## src/rtl/cpf_pkg.sv

```systemverilog
// Shared types, constants and the CRC-8 function of the packet framer.
package cpf_pkg;

  localparam int unsigned FifoDepth = 4;

  // Configuration register indexes
  localparam logic [1:0] REG_SYNC_FIRST  = 2'd0;
  localparam logic [1:0] REG_SYNC_SECOND = 2'd1;
  localparam logic [1:0] REG_END_MARKER  = 2'd2;

  localparam logic [7:0] SYNC_FIRST_RST  = 8'hFA;
  localparam logic [7:0] SYNC_SECOND_RST = 8'hFB;
  localparam logic [7:0] END_MARKER_RST  = 8'hFB;

  localparam logic [7:0]  CRC_POLY  = 8'h07;
  localparam logic [15:0] COUNT_MAX = 16'hFFFF;

  // Phases of one frame segment on the output side
  localparam logic [2:0] PH_SYNC1 = 3'd0;
  localparam logic [2:0] PH_LENLO = 3'd1;
  localparam logic [2:0] PH_LENHI = 3'd2;
  localparam logic [2:0] PH_HCRC  = 3'd3;
  localparam logic [2:0] PH_SYNC2 = 3'd4;
  localparam logic [2:0] PH_DATA  = 3'd5;
  localparam logic [2:0] PH_PCRC  = 3'd6;
  localparam logic [2:0] PH_END   = 3'd7;

  // One queued command: which frame segments to emit and their contents
  typedef struct packed {
    logic        hdr;   // emit the five header bytes
    logic [15:0] len;
    logic [7:0]  hcrc;
    logic        pay;   // emit one payload byte
    logic [7:0]  data;
    logic        trl;   // emit payload CRC and end marker
    logic [7:0]  pcrc;
    logic        mis;
  } cmd_t;

  // CRC-8, polynomial 0x07, MSB first
  function automatic logic [7:0] crc8(input logic [7:0] crc, input logic [7:0] b);
    logic [7:0] c;
    c = crc ^ b;
    for (int i = 0; i < 8; i++) begin
      c = c[7] ? ((c << 1) ^ CRC_POLY) : (c << 1);
    end
    return c;
  endfunction

endpackage

```

## src/rtl/cpf_front.sv

```systemverilog
// Front end: accepts input transactions, tracks frame state and builds commands.
module cpf_front (
  input  logic             clk_i,
  input  logic             rst_ni,
  input  logic             in_valid_i,
  output logic             in_ready_o,
  input  logic [7:0]       payload_byte_i,
  input  logic             first_byte_i,
  input  logic             last_byte_i,
  input  logic [15:0]      declared_length_i,
  input  logic [7:0]       sync_first_i,
  input  logic             full_i,
  output logic             push_o,
  output cpf_pkg::cmd_t    cmd_o
);

  logic        in_frame_q, in_frame_d;
  logic [7:0]  crc_q, crc_d;
  logic [15:0] count_q, count_d;
  logic [15:0] exp_q, exp_d;
  logic        over_q, over_d;

  logic        acc;
  logic [7:0]  data_crc;
  logic [15:0] count_base, count_n;
  logic        over_n;

  assign in_ready_o = !full_i;
  assign acc        = in_valid_i && in_ready_o;
  assign push_o     = acc && (first_byte_i || in_frame_q);

  always_comb begin
    data_crc   = cpf_pkg::crc8(first_byte_i ? 8'h00 : crc_q, payload_byte_i);
    count_base = first_byte_i ? 16'h0000 : count_q;
    if (count_base == cpf_pkg::COUNT_MAX) begin
      count_n = count_base;
      over_n  = 1'b1;
    end else begin
      count_n = count_base + 16'd1;
      over_n  = first_byte_i ? 1'b0 : over_q;
    end

    cmd_o.hdr  = first_byte_i;
    cmd_o.len  = declared_length_i;
    cmd_o.hcrc = cpf_pkg::crc8(cpf_pkg::crc8(cpf_pkg::crc8(8'h00, sync_first_i),
                 declared_length_i[7:0]), declared_length_i[15:8]);
    cmd_o.pay  = first_byte_i ? (declared_length_i != 16'h0000) : 1'b1;
    cmd_o.data = payload_byte_i;
    cmd_o.trl  = first_byte_i ? (declared_length_i == 16'h0000) : last_byte_i;
    cmd_o.pcrc = first_byte_i ? 8'h00 : data_crc;
    cmd_o.mis  = !first_byte_i && (over_n || (count_n != exp_q));

    in_frame_d = in_frame_q;
    crc_d      = crc_q;
    count_d    = count_q;
    exp_d      = exp_q;
    over_d     = over_q;
    if (acc && first_byte_i) begin
      exp_d      = declared_length_i;
      in_frame_d = (declared_length_i != 16'h0000);
      crc_d      = data_crc;
      count_d    = count_n;
      over_d     = over_n;
    end else if (acc && in_frame_q) begin
      crc_d   = data_crc;
      count_d = count_n;
      over_d  = over_n;
      if (last_byte_i) begin
        in_frame_d = 1'b0;
      end
    end
  end

  always_ff @(posedge clk_i or negedge rst_ni) begin
    if (!rst_ni) begin
      in_frame_q <= 1'b0;
      crc_q      <= 8'h00;
      count_q    <= 16'h0000;
      exp_q      <= 16'h0000;
      over_q     <= 1'b0;
    end else begin
      in_frame_q <= in_frame_d;
      crc_q      <= crc_d;
      count_q    <= count_d;
      exp_q      <= exp_d;
      over_q     <= over_d;
    end
  end

endmodule

```

## src/rtl/cpf_fifo.sv

```systemverilog
// Small command queue between the front end and the byte sequencer.
module cpf_fifo #(
  parameter int unsigned Depth = cpf_pkg::FifoDepth
) (
  input  logic          clk_i,
  input  logic          rst_ni,
  input  logic          push_i,
  input  cpf_pkg::cmd_t wdata_i,
  input  logic          pop_i,
  output cpf_pkg::cmd_t rdata_o,
  output logic          full_o,
  output logic          empty_o
);

  localparam int unsigned PtrW = (Depth > 1) ? $clog2(Depth) : 1;
  localparam int unsigned CntW = $clog2(Depth + 1);

  cpf_pkg::cmd_t mem_q [Depth];
  logic [PtrW-1:0] wr_ptr_q, rd_ptr_q;
  logic [CntW-1:0] cnt_q;
  logic            do_push, do_pop;

  assign full_o  = (cnt_q == CntW'(Depth));
  assign empty_o = (cnt_q == '0);
  assign do_push = push_i && !full_o;
  assign do_pop  = pop_i && !empty_o;
  assign rdata_o = mem_q[rd_ptr_q];

  function automatic logic [PtrW-1:0] bump(input logic [PtrW-1:0] p);
    return (p == PtrW'(Depth - 1)) ? '0 : p + 1'b1;
  endfunction

  always_ff @(posedge clk_i) begin
    if (do_push) begin
      mem_q[wr_ptr_q] <= wdata_i;
    end
  end

  always_ff @(posedge clk_i or negedge rst_ni) begin
    if (!rst_ni) begin
      wr_ptr_q <= '0;
      rd_ptr_q <= '0;
      cnt_q    <= '0;
    end else begin
      if (do_push) begin
        wr_ptr_q <= bump(wr_ptr_q);
      end
      if (do_pop) begin
        rd_ptr_q <= bump(rd_ptr_q);
      end
      if (do_push && !do_pop) begin
        cnt_q <= cnt_q + 1'b1;
      end else if (do_pop && !do_push) begin
        cnt_q <= cnt_q - 1'b1;
      end
    end
  end

endmodule

```

## src/rtl/cpf_back.sv

```systemverilog
// Back end: walks each queued command byte by byte into the output register.
module cpf_back (
  input  logic          clk_i,
  input  logic          rst_ni,
  input  cpf_pkg::cmd_t cmd_i,
  input  logic          empty_i,
  output logic          pop_o,
  input  logic [7:0]    sync_first_i,
  input  logic [7:0]    sync_second_i,
  input  logic [7:0]    end_marker_i,
  output logic          out_valid_o,
  input  logic          out_ready_i,
  output logic [7:0]    out_byte_o,
  output logic          run_last_o,
  output logic          frame_done_o,
  output logic          length_mismatch_o
);

  logic       busy_q;
  logic [2:0] phase_q;
  logic [2:0] ph, ph_next;
  logic [7:0] byte_sel;
  logic       seg_last, load;

  logic       out_valid_q;
  logic [7:0] out_byte_q;
  logic       run_last_q, done_q, mis_q;

  always_comb begin
    ph = busy_q ? phase_q : (cmd_i.hdr ? cpf_pkg::PH_SYNC1 : cpf_pkg::PH_DATA);
    case (ph)
      cpf_pkg::PH_SYNC1: byte_sel = sync_first_i;
      cpf_pkg::PH_LENLO: byte_sel = cmd_i.len[7:0];
      cpf_pkg::PH_LENHI: byte_sel = cmd_i.len[15:8];
      cpf_pkg::PH_HCRC:  byte_sel = cmd_i.hcrc;
      cpf_pkg::PH_SYNC2: byte_sel = sync_second_i;
      cpf_pkg::PH_DATA:  byte_sel = cmd_i.data;
      cpf_pkg::PH_PCRC:  byte_sel = cmd_i.pcrc;
      default:           byte_sel = end_marker_i;
    endcase
    case (ph)
      cpf_pkg::PH_SYNC2: ph_next = cmd_i.pay ? cpf_pkg::PH_DATA : cpf_pkg::PH_PCRC;
      cpf_pkg::PH_DATA:  ph_next = cpf_pkg::PH_PCRC;
      default:           ph_next = ph + 3'd1;
    endcase
    seg_last = (ph == cpf_pkg::PH_END) || ((ph == cpf_pkg::PH_DATA) && !cmd_i.trl);
  end

  assign load  = !empty_i && (!out_valid_q || out_ready_i);
  assign pop_o = load && seg_last;

  always_ff @(posedge clk_i or negedge rst_ni) begin
    if (!rst_ni) begin
      busy_q      <= 1'b0;
      phase_q     <= cpf_pkg::PH_SYNC1;
      out_valid_q <= 1'b0;
    end else begin
      if (load) begin
        busy_q      <= !seg_last;
        phase_q     <= ph_next;
        out_valid_q <= 1'b1;
      end else if (out_ready_i) begin
        out_valid_q <= 1'b0;
      end
    end
  end

  always_ff @(posedge clk_i) begin
    if (load) begin
      out_byte_q <= byte_sel;
      run_last_q <= seg_last;
      done_q     <= (ph == cpf_pkg::PH_END);
      mis_q      <= (ph == cpf_pkg::PH_END) && cmd_i.mis;
    end
  end

  assign out_valid_o       = out_valid_q;
  assign out_byte_o        = out_byte_q;
  assign run_last_o        = run_last_q;
  assign frame_done_o      = done_q;
  assign length_mismatch_o = mis_q;

endmodule

```

## src/rtl/crc8_packet_framer_core.sv

```systemverilog
// Top level of the CRC-8 packet framer: config registers, front end, queue, sequencer.
//
//  channel  | handshake               | payload
//  ---------+-------------------------+------------------------------------------------
//  in       | in_valid_i / in_ready_o | payload_byte, first_byte, last_byte, declared_length
//  out      | out_valid_o/out_ready_i | out_byte, run_last, frame_done, length_mismatch
//  cfg      | cfg_we_i (no stall)     | cfg_idx_i, cfg_wdata_i
//
// An input transaction is taken whenever the command queue has room; the front end
// updates the running CRC and byte count in the same cycle. The output side emits
// one byte per cycle while out_ready_i is high: a payload-only transaction gives one
// byte, a frame opener five extra header bytes, a closer two extra trailer bytes.
// With no output stall, mid-frame sustains one transaction per cycle; header and trailer
// bursts drain from the queue (FifoDepth commands deep) while input keeps flowing.
// Reset clears frame state, queue pointers and the output valid; no clearing pass.
// A stalled output holds its register; the queue fills and then drops in_ready_o.
module crc8_packet_framer_core #(
  parameter int unsigned FifoDepth = cpf_pkg::FifoDepth
) (
  input  logic        clk_i,
  input  logic        rst_ni,
  input  logic        cfg_we_i,
  input  logic [1:0]  cfg_idx_i,
  input  logic [7:0]  cfg_wdata_i,
  input  logic        in_valid_i,
  output logic        in_ready_o,
  input  logic [7:0]  payload_byte_i,
  input  logic        first_byte_i,
  input  logic        last_byte_i,
  input  logic [15:0] declared_length_i,
  output logic        out_valid_o,
  input  logic        out_ready_i,
  output logic [7:0]  out_byte_o,
  output logic        run_last_o,
  output logic        frame_done_o,
  output logic        length_mismatch_o
);

  logic [7:0] sync_first_q, sync_second_q, end_marker_q;

  cpf_pkg::cmd_t push_cmd, head_cmd;
  logic          push, pop, full, empty;

  // Hold configuration; write it only while no transaction is in flight.
  always_ff @(posedge clk_i or negedge rst_ni) begin
    if (!rst_ni) begin
      sync_first_q  <= cpf_pkg::SYNC_FIRST_RST;
      sync_second_q <= cpf_pkg::SYNC_SECOND_RST;
      end_marker_q  <= cpf_pkg::END_MARKER_RST;
    end else if (cfg_we_i) begin
      case (cfg_idx_i)
        cpf_pkg::REG_SYNC_FIRST:  sync_first_q  <= cfg_wdata_i;
        cpf_pkg::REG_SYNC_SECOND: sync_second_q <= cfg_wdata_i;
        cpf_pkg::REG_END_MARKER:  end_marker_q  <= cfg_wdata_i;
        default: ;  // drop writes to unused indexes
      endcase
    end
  end

  // Classify each transaction and compute header CRC, payload CRC and mismatch.
  cpf_front u_front (
    .clk_i             (clk_i),
    .rst_ni            (rst_ni),
    .in_valid_i        (in_valid_i),
    .in_ready_o        (in_ready_o),
    .payload_byte_i    (payload_byte_i),
    .first_byte_i      (first_byte_i),
    .last_byte_i       (last_byte_i),
    .declared_length_i (declared_length_i),
    .sync_first_i      (sync_first_q),
    .full_i            (full),
    .push_o            (push),
    .cmd_o             (push_cmd)
  );

  // Decouple the front end, which builds each command combinationally, from the multi-byte output bursts.
  cpf_fifo #(
    .Depth (FifoDepth)
  ) u_fifo (
    .clk_i   (clk_i),
    .rst_ni  (rst_ni),
    .push_i  (push),
    .wdata_i (push_cmd),
    .pop_i   (pop),
    .rdata_o (head_cmd),
    .full_o  (full),
    .empty_o (empty)
  );

  // Serialize the head command into the registered output.
  cpf_back u_back (
    .clk_i             (clk_i),
    .rst_ni            (rst_ni),
    .cmd_i             (head_cmd),
    .empty_i           (empty),
    .pop_o             (pop),
    .sync_first_i      (sync_first_q),
    .sync_second_i     (sync_second_q),
    .end_marker_i      (end_marker_q),
    .out_valid_o       (out_valid_o),
    .out_ready_i       (out_ready_i),
    .out_byte_o        (out_byte_o),
    .run_last_o        (run_last_o),
    .frame_done_o      (frame_done_o),
    .length_mismatch_o (length_mismatch_o)
  );

endmodule

```

## config.mk

```make
export PLATFORM = sky130hd
export DESIGN_NAME = crc8_packet_framer_core
export DESIGN_NICKNAME = d
export VERILOG_FILES = /design/src/rtl/cpf_pkg.sv /design/src/rtl/cpf_front.sv /design/src/rtl/cpf_fifo.sv /design/src/rtl/cpf_back.sv /design/src/rtl/crc8_packet_framer_core.sv
export SDC_FILE = /design/constraint.sdc
export NUM_CORES = 1
export LEC_CHECK = 0
export ABC_AREA = 0
export BUFFER_PORTS_ARGS = -buffer_cell sky130_fd_sc_hd__buf_4
export CAP_MARGIN = 20
export CORE_AREA = 2 2 169 171
export CTS_BUF_LIST = sky130_fd_sc_hd__clkbuf_8
export CTS_CLUSTER_SIZE = 12
export DETAILED_ROUTE_END_ITERATION = 10
export DIE_AREA = 0 0 171 173
export GPL_TIMING_DRIVEN = 0
export SKIP_CTS_REPAIR_TIMING = 1
export SLEW_MARGIN = 30
export SYNTH_ARGS = -nofsm -noshare
export SYNTH_HDL_FRONTEND = slang
export SYNTH_SLANG_ARGS = --single-unit
export TNS_END_PERCENT = 10
```

## constraint.sdc

```tcl
create_clock -name clk_i -period 4.5 [get_ports clk_i]
set_input_delay 0.9 -clock clk_i [delete_from_list [all_inputs] [get_ports clk_i]]
set_output_delay 0.9 -clock clk_i [all_outputs]
set_load 0.05 [all_outputs]
```

==> out/qor.csv <==
metric,value,unit
power.density_cell_area,692,nW/µm²
synth.largest_area_cell,sky130_fd_sc_hd__edfxtp_1,
fin_crit_sh,91.3,%
fmaxAchievable,243,MHz
dp_cells,1259,
synthArstFlopShare,29.4,%
synthesis.nets,879,
crit_path_end_kind,flip-flop,
drc,0,
synth_flop_cell,sky130_fd_sc_hd__edfxtp_1,
hold_path.class,input port to asynchronous set/reset pin,
p_leak,5.14,nW
grt_start_max_net_pins,79,
cts-root-buf,sky130_fd_sc_hd__clkbuf_8,
post-route-min-period,4110,ps
layout.core_utilization,51.4,%
grt_remaining_overflow,0,
setup.reg_to_reg.worst_slack,610,ps
drive_gt1_share,28.2,%
synthesis.yosys.warnings,0,
initial_core_util,44.5,%
layout.cells.most_common_list,"sky130_fd_sc_hd__edfxtp_1, sky130_fd_sc_hd__xnor2_1, sky130_fd_sc_hd__mux2_2",
cts_max_path_buffers,3,
netlist_area_before_placement,12300,µm²
rsz0062_at_grt,no,
die_h,173,µm
regToRegEndpoint,u_fifo.cnt_q[1],
route.detailed.vias_per_inst,5.41,
area_share_of_the_largest_cell_type_after_synthesis,45.7,%
top_level_ports,54,
antenna_cells_inserted,0,
slew-limit-headroom,46.9,%
synth.avg_cell_area,14.9,µm²
gp_routability_congestion,0.886,
synth.lib_cells_used.distinct,64,
clock_buffer_count_from_cts,46,
clkTransAtPathRegs,60,ps
postSynthCellCount,824,
cts_sinks,265,
number_of_antenna_violations_at_the_first_check_in_global_routing,0,
setup_viol,0,
finalWorstSetupSlack,390,ps
detail_route.first_pass.iterations,6,
drv.max_cap_violation_count,0,
dpl_cell_area,13300,µm²
synth_enable_flop_cells,187,
grt_pass1_wl,44100,µm
timing.setup.critical_path_class,input port to flip-flop,
cts_htree_levels,2,
run_status,"finished, final reports clean",
die_w,171,µm
synth-seq-cells,265,
critical_path.max_fanout,24,
cp-start-kind,input port,
layout.nets,985,
drt_first_iter_violations,594,
r2r_cells,12,
power.ir.vdd_worst,0.445,mV
post_drt_wl_per_cell,21.3,µm
final-max-slew-violation-count,0,
synth_top_cells_by_area,"sky130_fd_sc_hd__edfxtp_1, sky130_fd_sc_hd__dfrtp_1, sky130_fd_sc_hd__mux4_2",
number_of_global_route_vias_before_repair,7387,
tritoncts_clock_tree,done,
detail-route-antenna-nets,0,
detailroute.via_count,7268,
routed_wl,28600,µm
num_rows,61,
synth.yosys.seq_area_share,61.8,%
io_buffer_count,53,
regToRegStartpoint,u_fifo.rd_ptr_q[1],
clock_latency_on_the_worst_skew_pair,550,ps
final_common_cell,sky130_fd_sc_hd__edfxtp_1,
dp_worst_setup_slack,-1150,ps
final_cells,1343,
finClkSkew,14.9,ps
fp.coreArea,27600,µm²
final_cell_area,14200,µm²
hold_viol_final,0,
grtUsageTotal,19.8,%
slew_at_the_pin_with_the_worst_max_slew_slack,796,ps
critical_path_arrival,4330,ps
area_growth_syn_to_layout,15.6,%
floorplan.die_area,29600,µm²
cp_data_required_time,4720,ps
hpwlAfterDp,19500,µm
==> where the power goes <==
part | internal [W] | switching, W
logic | 0.00164 | 0.00221
clock network | 0.00115 | 0.000954
registers | 0.00360 | 0.000285
==> cell usage after synthesis (8+ instances only) <==
| cell | instances |
|---|---|
| sky130_fd_sc_hd__a21oi_1 | 15 |
| sky130_fd_sc_hd__a22oi_1 | 10 |
| sky130_fd_sc_hd__a31oi_1 | 10 |
| sky130_fd_sc_hd__and2_1 | 10 |
| sky130_fd_sc_hd__buf_2 | 11 |
| sky130_fd_sc_hd__clkbuf_1 | 26 |
| sky130_fd_sc_hd__dfrtp_1 | 58 |
| sky130_fd_sc_hd__dfstp_2 | 20 |
| sky130_fd_sc_hd__edfxtp_1 | 187 |
| sky130_fd_sc_hd__ha_1 | 13 |
| sky130_fd_sc_hd__inv_1 | 16 |
| sky130_fd_sc_hd__mux2_2 | 59 |
| sky130_fd_sc_hd__mux2i_1 | 9 |
| sky130_fd_sc_hd__mux4_2 | 44 |
| sky130_fd_sc_hd__nand2_1 | 43 |
| sky130_fd_sc_hd__nand4_1 | 8 |
| sky130_fd_sc_hd__nor2_1 | 44 |
| sky130_fd_sc_hd__nor2b_1 | 8 |
| sky130_fd_sc_hd__nor3_1 | 12 |
| sky130_fd_sc_hd__o21ai_0 | 31 |
| sky130_fd_sc_hd__xnor2_1 | 73 |
| sky130_fd_sc_hd__xor2_1 | 32 |
==> cell families (layout without fill, tap and decap cells) <==
group | after synthesis | count (layout) | synth area share [%]
DFF | 265 | 265 | 61.8
and+or+nand+nor | 163 | 163 | 6.95
muxes | 112 | 112 | 14.2
AOI/OAI and AO/OA | 108 | 108 | 6.12
xor gates and xnor gates | 106 | 106 | 7.66
buffers and inverters | 56 | 197 | 1.83
adders and majority gates | 14 | 14 | 1.49
==> metal layers <==
metal / vias up / track usage, % / share of wire [%]
li1: 3353 / - / -
met1: 3658 / 28.3 / 45
met2: 198 / 31.1 / 47
met3: 59 / 3.16 / 5.4
met4: 0 / 6.39 / 2.8
met5: - / 0 / 0
==> stage by stage <==
| stage | hold WS [ps] | setup TNS [ps] | total power (W) |
|---|---|---|---|
| final | 408 | 0 | 0.00983 |
| after global routing | 456 | 0 | 0.0104 |
| after CTS | 411 | -2400 | 0.00996 |
| after detailed placement | 472 | -5850 | 0.00783 |
| after global placement | 458 | -114590 | 0.00773 |
| after floorplan | 442 | 0 | 0.00668 |
==> worst max-delay path, stage by stage <==
cell and delay [ps]:
sky130_fd_sc_hd__buf_4 200, sky130_fd_sc_hd__clkbuf_2 250, sky130_fd_sc_hd__clkbuf_2 250, sky130_fd_sc_hd__nor2b_1 150
sky130_fd_sc_hd__ha_1 150, sky130_fd_sc_hd__clkbuf_1 310, sky130_fd_sc_hd__nand4_1 270, sky130_fd_sc_hd__nor2_1 370
sky130_fd_sc_hd__and4b_1 250, sky130_fd_sc_hd__nor3_1 50, sky130_fd_sc_hd__or4_1 480, sky130_fd_sc_hd__a2111oi_2 390
sky130_fd_sc_hd__a41oi_2 290
==> state kept, by name, indices dropped and copies added (netlist names) <==
| name | cells |
|---|---|
| u_front.exp_q | 16 |
| sync_second_q | 8 |
| u_back.frame_done_o | 1 |
| u_front.count_q | 16 |
| u_front.over_q | 1 |
| u_back.run_last_o | 1 |
| u_fifo.cnt_q | 3 |
| u_back.phase_q | 3 |
| u_front.in_frame_q | 1 |
| u_back.length_mismatch_o | 1 |
| u_back.out_byte_o | 8 |
| u_back.busy_q | 1 |
| end_marker_q | 8 |
| sync_first_q | 8 |
| u_fifo.mem_q | 176 |
| u_back.out_valid_o | 1 |
| u_fifo.rd_ptr_q | 2 |
| u_fifo.wr_ptr_q | 2 |
| u_front.crc_q | 8 |
==> worst max path at each step <==
stage	from	to	slack (ps)	cells past startpoint
2_1_floorplan	first_byte_i	u_fifo.mem_q[0][0]	230	15
3_3_place_gp	first_byte_i	u_fifo.mem_q[0][0]	-1170	16
4_1_cts	first_byte_i	u_fifo.mem_q[1][0]	-600	16
6_report	first_byte_i	u_fifo.mem_q[1][0]	390	13
5_1_grt	first_byte_i	u_fifo.mem_q[1][0]	80	13
3_5_place_dp	first_byte_i	u_fifo.mem_q[0][0]	-1150	16
==> layout make-up <==
| class | instances | area [µm²] |
|---|---|---|
| Fill cell | 2414 | 13400 |
| Sequential cell | 265 | 7590 |
| Multi-Input combinational cell | 503 | 4500 |
| Clock buffer | 54 | 743 |
| Timing Repair Buffer | 60 | 534 |
| Tap cell | 378 | 473 |
| Buffer | 37 | 156 |
| Clock inverter | 29 | 146 |
| Inverter | 17 | 63.8 |
No activity file was read; power rests on OpenSTA's default activity.
